`config.mk`:
```
export PLATFORM = sky130hd
export DESIGN_NAME = soa_ram
export DESIGN_NICKNAME = d
export VERILOG_FILES = /design/src/rtl/soa_ram.sv
export SDC_FILE = /design/constraint.sdc
export NUM_CORES = 1
export LEC_CHECK = 0
export BUFFER_PORTS_ARGS = -buffer_cell sky130_fd_sc_hd__buf_2
export CAP_MARGIN = 10
export CORE_MARGIN = 3
export CORE_UTILIZATION = 54
export DETAILED_ROUTE_END_ITERATION = 8
export PLACE_DENSITY = 0.85
export SLEW_MARGIN = 25
export SYNTH_ARGS = -nofsm -noshare
export SYNTH_HDL_FRONTEND = slang
export SYNTH_SLANG_ARGS = --single-unit
```
`constraint.sdc`:
```
create_clock -name clk_i -period 2 [get_ports clk_i]
set_input_delay 0.6 -clock clk_i [delete_from_list [all_inputs] [get_ports clk_i]]
set_output_delay 0.6 -clock clk_i [all_outputs]
set_load 0.005 [all_outputs]
```
`src/rtl/soa_ram.sv`:
```
// ---------------------------------------------------------------------------
// soa_ram
// Generic single-write, single-read synchronous RAM with registered read.
// ---------------------------------------------------------------------------
`timescale 1ns / 1ps
`default_nettype none

module soa_ram #(
  parameter int unsigned WIDTH = 8,
  parameter int unsigned DEPTH = 16,
  localparam int unsigned AW = (DEPTH > 1) ? $clog2(DEPTH) : 1
) (
  input  wire logic             clk_i,
  input  wire logic             we_i,
  input  wire logic [AW-1:0]    waddr_i,
  input  wire logic [WIDTH-1:0] wdata_i,
  input  wire logic             re_i,
  input  wire logic [AW-1:0]    raddr_i,
  output logic      [WIDTH-1:0] rdata_o
);

  logic [WIDTH-1:0] mem_q [DEPTH];

  always_ff @(posedge clk_i) begin
    if (we_i) begin
      mem_q[waddr_i] <= wdata_i;
    end
    if (re_i) begin
      rdata_o <= mem_q[raddr_i];
    end
  end

endmodule

`default_nettype wire

```
Word-level counts from Yosys, hierarchy flattened
Memory sizes are Yosys's and may differ from the RTL's. A register that Yosys moved wholly into a read port is not among the register bits. Cells that the tools add are included. W data, S select, Z words.

Muxes and demuxes: 2.

Operators with widths (count): $mux W1 (2).

Register bits after elaboration: 0. Bits in writable memories: 128. Bits of input ports: 19. Output and inout port bits: 8. Logic and storage cells: 3. Memories: 1.

Memories: mem_q (depth 16, width 8, read ports 1, clocked after Yosys merged registers in 1, wr ports 1, RTL line 22) `logic [WIDTH-1:0] mem_q [DEPTH];`.

Depth between registers and ports, before layout
Word-level depth: 2. Depth in mapped cells: 5. Depth with buffers taken out: 3.

Worst setup path before layout
No wires, ideal clock.

Path kind: input port to flip-flop. Start: in waddr_i[2]. End: mem mem_q[0][0], enable pin. Library setup time: 0.383 ns. Arrival: 1.710 ns. Required time: 1.617 ns. Slack: -0.093 ns. Cell stages on the path: 2. Buffers on the path: 0. Cells stage by stage: or3b_2 > nor3_1.

RTL lines: from (decl) (RTL line 15) `input wire logic [AW-1:0] waddr_i,`; to (decl) (RTL line 22).

No word-level cell before the write port.

Worst setup path after layout
Start: reg rdata_o[4], read port of mem_q. End: out rdata_o[4].

RTL lines: from (decl) (RTL line 19) `output logic [WIDTH-1:0] rdata_o`.

No word-level cell between the ends.

==> flow_summary.yaml <==
place:
  routabilityCongestion: 0.759
  dp_hpwl_um: 6300
  port_buffers: 26
  dp_cells: 401
clocking:
  clockRootBuffer: "clkbuf_8"
  clock_path_buffers: 2
  post_cts_buffers: 0
  cts_tree: "yes"
  numCtsBuffers: 17
  holdBufCountCts: 0
  cts.sinks: 136
  clk_latency_ns: 0.52
  clk_pin_slew_ns: 0.06
  post_cts_resized: 0
  htree_num_levels: 4
pwr:
  clkPwrFrac: 0.464
  power.switching_mw: 1.34
  p_int_mw: 5.25
  swShare: 0.204
  comb_power_share: 0.046
  ir_drop_mv: 0.635
  sequentialPowerShare: 0.491
  leakagePower_nw: 2.14
  power_density_nw_per_um2: 1050
sta:
  slew_viol_final: 0
  period_minus_slack_ns: 1.70
  fin_skew_ns: 0.00540
  tightest_slew_ns: 0.372
  max_clock_freq_mhz: 587
  relSlewSlack: 0.752
  setup_viol: 0
  timing.hold.ws_ns: 0.451
  finalCritPeriodShare: 0.852
  hold_viol_final: 0
  rsz0062_at_grt: "no"
finish:
  area_growth_pct: 19.7
  final_nets: 310
  drive_gt1_frac: 0.343
  final_common_cell: "edfxtp_1"
  final_cells: 432
  layout.cells.most_common_list: "edfxtp_1 (136), buf_2 (26), buf_4 (25), mux4_2 (18)"
  antenna_cells: 0
routing:
  vias: 2531
  ant_nets: 0
  drcViolationCount: 0
  drt_iter0_drc: 260
  routed_wl_um: 10100
  wl_per_cell_um: 23.4
  vias_per_cell: 5.86
  drt-pass1-iter-count: 4
floorplanning:
  fp.dieArea_um2: 10900
  die_w_um: 104
  die_h_um: 104
  core_area_um2: 9330
  rows: 35
  start_util: 0.560
  io_pins: 27
critical_path:
  crit_arrival_ns: 1.10
  crit_type: "reg2out"
  path_cells: "buf_2"
  crit_start: "rdata_o[4]$_DFFE_PP_"
  worstPathRequired_ns: 1.40
  max_stage_delay_ns: 0.43
  path_max_fanout: 1
  crit_family: "flip-flops"
  path_buf_inv: 1
  timing.critical_path.from_type: "register"
  critPathCaptureType: "output port"
  critical_path.slowest_cell: "edfxtp_1"
  timing.rr.start: "mem_q[3][6]$_DFFE_PP_"
yosys:
  synth_fp_nets: 248
  synth-seq-cells: 136
  syn_inst: 229
  synth_area_um2: 5230
  synth_seq_area_share: 0.781
  yosysWarnings: 0
  ys_types: 18
  synth_top_area_frac: 0.781
  syn_area_per_cell_um2: 22.8
  synth.area.top_cells: "edfxtp_1 (78%), mux4_2 (7.8%), mux4_1 (7.0%), a22oi_1 (2.3%), nor2_1 (0.93%)"
  yosysTopAreaCell: "edfxtp_1"
grt:
  groute.usage.overall: 0.202
  antenna_found_initial: 1
  grt_pass1_vias: 2702
  grt_pass1_wl_um: 15800
  grt_max_degree: 27
  grt_overflow: 0
worst_hold_path:
  min_path_type: "in2reg"
  hold_path_startpoint: "re_i"
job:
  drv_cap: 0
outcome:
  status: "completed"
-- area by class of cell --
cell class / instances / area (µm²)
Clock buffer: 17 / 414
Clock inverter: 14 / 178
Multi-Input combinational cell: 83 / 1060
Timing Repair Buffer: 53 / 358
Sequential cell: 136 / 4080
Tap cell: 129 / 161
Fill cell: 569 / 3070
-- state kept, by name (all words and copies together), names as in the netlist --
signal	count
rdata_o	8
mem_q	128
-- Yosys cell counts --
cell / n
mux4_1: 14
edfxtp_1: 136
buf_4: 1
nand3b_1: 2
buf_6: 3
buf_2: 3
nand3_1: 1
nor2_1: 13
nand2_1: 9
and2b_1: 1
or3b_2: 1
a22oi_1: 16
nor3_1: 4
nand2b_1: 2
nor2b_1: 1
and2_1: 1
mux4_2: 18
clkdlybuf4s25_2: 3
-- kinds of logic (layout without fill, tap and decap cells) --
group | after synthesis | after routing | share of synthesized area
AND/OR/NAND/NOR | 35 | 35 | 0.0314
multiplexers | 32 | 32 | 0.148
buffers and inverters | 10 | 84 | 0.0165
flip-flops | 136 | 136 | 0.781
AO/OA/AOI/OAI | 16 | 16 | 0.0230
-- path summary, 6_finish.rpt --
| path | to | slack [ns] | cells after the start |
|---|---|---|---|
| setup reg to reg | rdata_o[6]$_DFFE_PP_ | 0.47 | 3 |
| hold reg to reg | rdata_o[5]$_DFFE_PP_ | 0.76 | 3 |
| setup / recovery | rdata_o[4] | 0.30 | 1 |
| hold / removal | rdata_o[2]$_DFFE_PP_ | 0.45 | 1 |
-- metrics by stage --
| step | worst slack, ns | utilization | cell area, µm² | power [mW] | TNS (ns) |
|---|---|---|---|---|---|
| CTS | 0.268 | 0.671 | 6260 | 6.64 | 0 |
| global route | 0.254 | 0.671 | 6260 | 6.79 | 0 |
| floorplan | 0.118 | - | 5230 | 3.45 | 0 |
| finish | 0.295 | 0.671 | 6260 | 6.59 | 0 |
| detailed placement | -0.160 | 0.607 | 5670 | 3.59 | -0.757 |
| global placement | -0.113 | 0.607 | 5670 | 3.57 | -0.582 |
-- power groups by stage --
| stage | sequential [mW] | clock (mW) | combinational [mW] |
|---|---|---|---|
| finish | 3.23 | 3.05 | 0.301 |
| detailed placement | 3.29 | 0 | 0.299 |
| floorplan | 3.28 | 0 | 0.162 |
| global placement | 3.29 | 0 | 0.287 |
| CTS | 3.23 | 3.10 | 0.305 |
| global route | 3.24 | 3.23 | 0.327 |
-- metal layers --
metal / global-route usage / share of wire
met1: 0.275 / 0.40
met2: 0.311 / 0.51
met3: 0.0689 / 0.083
met4: 0.0665 / 0.011
met5: 0 / 0.0013
No activity file was read; power rests on OpenSTA's default activity.
