<file path="src/rtl/soa_div.sv">
// ---------------------------------------------------------------------------
// soa_div
// Restoring divider, one quotient bit per cycle, for a dividend known to be
// below divisor * 2**QW.
// ---------------------------------------------------------------------------
`timescale 1ns / 1ps
`default_nettype none

module soa_div #(
  parameter int unsigned DW = 32,
  parameter int unsigned VW = 12,
  parameter int unsigned QW = 12,
  localparam int unsigned CW = (DW > VW + QW) ? DW : VW + QW,
  localparam int unsigned NW = $clog2(QW + 1)
) (
  input  wire logic          clk_i,
  input  wire logic          rst_ni,
  input  wire logic          start_i,
  input  wire logic [DW-1:0] dividend_i,
  input  wire logic [VW-1:0] divisor_i,
  output logic               done_o,
  output logic      [QW-1:0] quotient_o
);

  logic [CW-1:0] rem_q, rem_d;
  logic [CW-1:0] dsh_q, dsh_d;
  logic [QW-1:0] quo_q, quo_d;
  logic [NW-1:0] cnt_q, cnt_d;
  logic          busy_q, busy_d;
  logic          done_q, done_d;
  logic          take;

  always_comb begin
    rem_d  = rem_q;
    dsh_d  = dsh_q;
    quo_d  = quo_q;
    cnt_d  = cnt_q;
    busy_d = busy_q;
    done_d = 1'b0;
    take   = (rem_q >= dsh_q);
    if (start_i) begin
      rem_d  = CW'(dividend_i);
      dsh_d  = CW'(divisor_i) << (QW - 1);
      cnt_d  = NW'(QW);
      busy_d = 1'b1;
    end else if (busy_q) begin
      if (take) begin
        rem_d = rem_q - dsh_q;
      end
      quo_d = {quo_q[QW-2:0], take};
      dsh_d = dsh_q >> 1;
      cnt_d = cnt_q - NW'(1);
      if (cnt_q == NW'(1)) begin
        busy_d = 1'b0;
        done_d = 1'b1;
      end
    end
  end

  always_ff @(posedge clk_i or negedge rst_ni) begin
    if (!rst_ni) begin
      busy_q <= 1'b0;
      done_q <= 1'b0;
      cnt_q  <= '0;
    end else begin
      busy_q <= busy_d;
      done_q <= done_d;
      cnt_q  <= cnt_d;
    end
  end

  always_ff @(posedge clk_i) begin
    rem_q <= rem_d;
    dsh_q <= dsh_d;
    quo_q <= quo_d;
  end

  assign done_o     = done_q;
  assign quotient_o = quo_q;

endmodule

`default_nettype wire
</file>
<file path="config.mk">
export PLATFORM = sky130hd
export DESIGN_NAME = soa_div
export DESIGN_NICKNAME = d
export VERILOG_FILES = /design/src/rtl/soa_div.sv
export SDC_FILE = /design/constraint.sdc
export NUM_CORES = 1
export LEC_CHECK = 0
export BUFFER_PORTS_ARGS = -buffer_cell sky130_fd_sc_hd__buf_2
export CAP_MARGIN = 20
export CORE_MARGIN = 2
export CORE_UTILIZATION = 57
export DETAILED_ROUTE_END_ITERATION = 6
export GPL_ROUTABILITY_DRIVEN = 1
export PLACE_DENSITY = 0.79
export SYNTH_ARGS = -nofsm -noshare
export SYNTH_HDL_FRONTEND = slang
export SYNTH_SLANG_ARGS = --single-unit
</file>
<file path="constraint.sdc">
create_clock -name clk_i -period 9.1 [get_ports clk_i]
set_clock_uncertainty 0.2 [all_clocks]
set_input_delay 2.275 -clock clk_i [delete_from_list [all_inputs] [get_ports clk_i]]
set_output_delay 2.275 -clock clk_i [all_outputs]
set_load 0.005 [all_outputs]
</file>
# ---- Yosys cells after proc, flatten, opt, wreduce, memory -nomap -nowiden
# Index checks and enable logic that the tools add are counted.
dict set report totals {
  regBits 73
  latch_bits 0
  ram_bits 0
  romBits 0
  inputBits 47
  out_inout_bits 13
  n_memories 0
}
dict set report classes {
  n_addsub 2
  n_mul 0
  div_mod_pow 0
  order_cmp 1
  eq_ne 1
  shift 0
  n_mux 13
  n_bitwise 1
  n_reduce_logical 4
}
# operator n
set ops {}
lappend ops {{32-bit 2-to-1 mux} 3}
lappend ops {{23-bit 2-to-1 mux} 2}
lappend ops {{32-bit by 23-bit greater-or-equal comparator with 1-bit output} 1}
lappend ops {{32-bit by 23-bit subtractor with 32-bit output} 1}
lappend ops {{4-bit 2-to-1 mux} 2}
lappend ops {{1-bit 2-to-1 mux} 6}
lappend ops {{4-bit by 1-bit == test with 1-bit output (second input constant)} 1}
lappend ops {{2-bit AND reduction} 2}
lappend ops {{2-bit nonzero test} 2}
lappend ops {{4-bit by 1-bit subtractor with 4-bit output (second input constant)} 1}
lappend ops {{1-bit inverter} 1}

# ---- Depth between registers and ports, before layout
dict set report logic_depth {
  word_depth 4
  ltp_mapped 10
  mapped_depth_nobuf 10
}

# ---- Least setup slack after synthesis
# No wires, ideal clock.
dict set report synth_path {
  path_kind {input-to-reg}
  startpoint {in start_i}
  endpoint {reg rem_q[0] (enable)}
  setup_time_ns 0.388
  arrival_ns 3.837
  required_time_ns 8.512
  setup_slack_ns 4.675
  cell_stages 4
  n_path_buf 3
  path_cell_list {clkbuf_1 -> buf_1 -> clkbuf_1 -> a21o_1}
}
dict set report synth_via {
  elab_chain_len 2
  elab_cells_between_ends 3
  classes_between {reduce/logical: 3}
}
# element line
set synth_lines {}
lappend synth_lines {{from (decl)} 18} ;# input wire logic start_i,
lappend synth_lines {{2-bit nonzero test (no source line)} n/a}
lappend synth_lines {{2-bit AND reduction (no source line) (*)} n/a}
lappend synth_lines {{to (signal assigned)} 73} ;# rem_q <= rem_d;
lappend synth_lines {{to (decl)} 25} ;# logic [CW-1:0] rem_q, rem_d;
# Mark *: on every way between the ends. The rest lies on a longest branch, timed or not.
# A chain may end at the register's enable or synchronous reset.

# ---- Final worst setup path
dict set report layout_path {
  startpoint {in start_i}
  endpoint {reg rem_q[17] (enable)}
}
# The elaborated chain is that of the path after synthesis.

==> run metrics <==
DP HPWL=approximately 8 mm; Initial Util=0.584; Min-Delay Path Class=flop to flop; Port Buffers=just under 60; worst path required time=~9 ns; Synth area leader=edfxtp_1; total die area=a little over 9000 sq um; Crit-path slowest cell=buf_4; RSZ-0062 raised after global routing=no; average size of a mapped cell=between 9 and 10 sq um; final hold vios=0; CTS tree=done; I/O pin count=60; Area contributors post-synth=edfxtp_1 (35%), ha_1 (6.6%), nand2_1 (5.5%), dfxtp_1 (4.6%), o21ai_0 (4.0%); All-Layer GR Usage=0.256; Num CTS Buffers=9; Final Critical Period=between 4 and 5 ns; Rel. slew slack=0.322; Logic pwr share=0.448; crit path launch type=input pin; core area=~8100 sq um; Avg Vias per Cell=between 6 and 7; DRC Markers=0; clock sinks=73; Final Core Density=0.652; Post-CTS Resized=0; crit-path cells=buf_2 -> buf_4 -> a21o_1 -> buf_4; Clock power frac=0.195; ANT cells=0; syn_nets=around 590; status=finished, final reports clean; fin. max-slew vios=0; final WL=roughly 11 mm; share of the synthesized area in the top cell type=0.354; CP Capture Type=flop; first-pass GRT wire length=between 15 and 20 mm; most common cell type on the critical path=buf_4; Slew @ Worst Pin=about 1.0 ns; Achievable Freq=227 MHz; vias in the first global route=3901; Worst-Skew Late Latency=0.35 ns; setup tns final=0 ns; final antenna-violating net count=0; clk buf depth=2; routability congestion estimate=between 0.9 and 1; Initial DRT Pass Iterations=5; Setup Fix Bufs, Post-CTS=0; Root Buffer=clkbuf_8; count of cell types in the netlist=between 70 and 80; Reg power frac=0.358; ys flop type=edfxtp_1; die span in y=roughly 95 um; fin nets=636; share of layout cells above drive strength 1=0.151; Psw=approximately 0.52 mW; Max VDD drop=between 0.1 and 0.15 mV; critical path class=input pin to flop; final period utilization=0.484; Final setup viols=0; largest net degree at the start of global routing=around 70; Initial DRC Count=228; CP arrival=~4.2 ns; P per Cell Area=~250 nW/um^2; Non-Filler Instances=~670; wire per inst=~16 um; ys async rst share=0.0822; area delta synth->final=11.6%; static leakage=about 2.2 nW; most instantiated cells after synthesis=nand2_1 (69), edfxtp_1 (56), o21ai_0 (38), inv_1 (35); YS warnings=0; total power=around 1.3 mW; most frequent cell after synthesis=nand2_1; via count=about 4000; Reg clk slew, reported paths=roughly 0.080 ns; hold_buf cts=0; crit-path max cell delay=0.61 ns; #FFs+latches synth=between 70 and 80; initial antenna violation count=0; die width=roughly 95 um; post-synthesis sequential area ratio=0.432; Netlist Area Pre-Place=~4700 sq um; Crit Path Max Fanout=about 70; Post-synth EDFFs=between 50 and 60; max-cap violations=0; gr ovfl total=0; Switching Share=0.400; # rows=33; cells after synthesis=514; internal power=about 0.79 mW; H-Tree Depth=3; Placed Instances=between 600 and 700
-- power by group through the flow --
stage	clock [mW]	sequential, mW	combinational, mW
6_report	0.255	0.469	0.587
5_1_grt	0.272	0.476	0.653
4_1_cts	0.262	0.468	0.575
3_5_place_dp	0	0.475	0.570
3_3_place_gp	0	0.472	0.558
2_1_floorplan	0	0.463	0.453
-- critical path, delay by kind of cell --
family          cells  cell delay [ns]
compound gates      1             0.45
buf+inv             3             1.47
-- layout by cell type, fill, tap and decap left out, types with 10 or more instances in the layout --
master / netlist / final
nand2_1: 69 / 69
buf_2: 2 / 59
edfxtp_1: 56 / 56
o21ai_0: 38 / 38
inv_1: 35 / 35
a21oi_1: 29 / 29
nor2_1: 29 / 29
ha_1: 25 / 25
nor3_1: 17 / 17
nand3_1: 14 / 14
o31ai_1: 11 / 11
mux2i_1: 11 / 11
dfxtp_1: 11 / 11
xnor2_1: 10 / 10
-- per-layer routing --
metal  GRT usage  wire length [um]
met5           0                 0
met4      0.0930               229
met3      0.0458               528
met2       0.413              5070
met1       0.347              5160
-- cell families (layout without fill, tap and decap cells) --
family	after synthesis	after routing	share of synthesized area
buffers and inverters	60	114	0.0482
xor gates and xnor gates	12	12	0.0221
adders and majority gates	26	26	0.0701
AOI/OAI and AO/OA	147	147	0.208
and+or+nand+nor	184	184	0.194
muxes	12	12	0.0256
DFF	73	73	0.432
-- worst paths after layout --
| check | start | to | slack, ns | cells after the start |
|---|---|---|---|---|
| hold / removal | quotient_o[6]$_DFFE_PP_ | quotient_o[7]$_DFFE_PP_ | 0.25 | 0 |
| setup / recovery | start_i | rem_q[17]$_DFFE_PP_ | 4.70 | 4 |
| min in group asynchronous | rst_ni | cnt_q[0]$_DFFE_PN0P_ | 1.53 | 1 |
| max in group asynchronous | rst_ni | busy_q$_DFF_PN0_ | 7.01 | 1 |
| setup reg to reg | dsh_q[17]$_DFFE_PP_ | rem_q[17]$_DFFE_PP_ | 5.68 | 9 |
| hold reg to reg | quotient_o[6]$_DFFE_PP_ | quotient_o[7]$_DFFE_PP_ | 0.25 | 0 |
-- area by class of cell --
class                   instances  area (sq um)
multi-input cells             381          2470
clock buffers                   9           124
inverters                      36           135
repair buffers                 62           318
clock inverters                 7          71.3
fillers                       690          2830
flip-flops and latches         73          2050
well taps                     105           131
-- per-stage QoR --
step	worst slack (ns)	instance area [sq um]	hold WS (ns)
after floorplan	4.67	4750	0.252
after global placement	4.34	5100	0.230
after detailed placement	4.31	5100	0.233
after CTS	4.69	5300	0.255
after global routing	4.51	5300	0.271
final	4.70	5300	0.252
-- flip-flops by register name, indices dropped and copies added, names as in the netlist --
signal	flops
busy_q	1
cnt_q	4
done_o	1
dsh_q	23
quotient_o	12
rem_q	32
(Power assumes the default switching activity.)
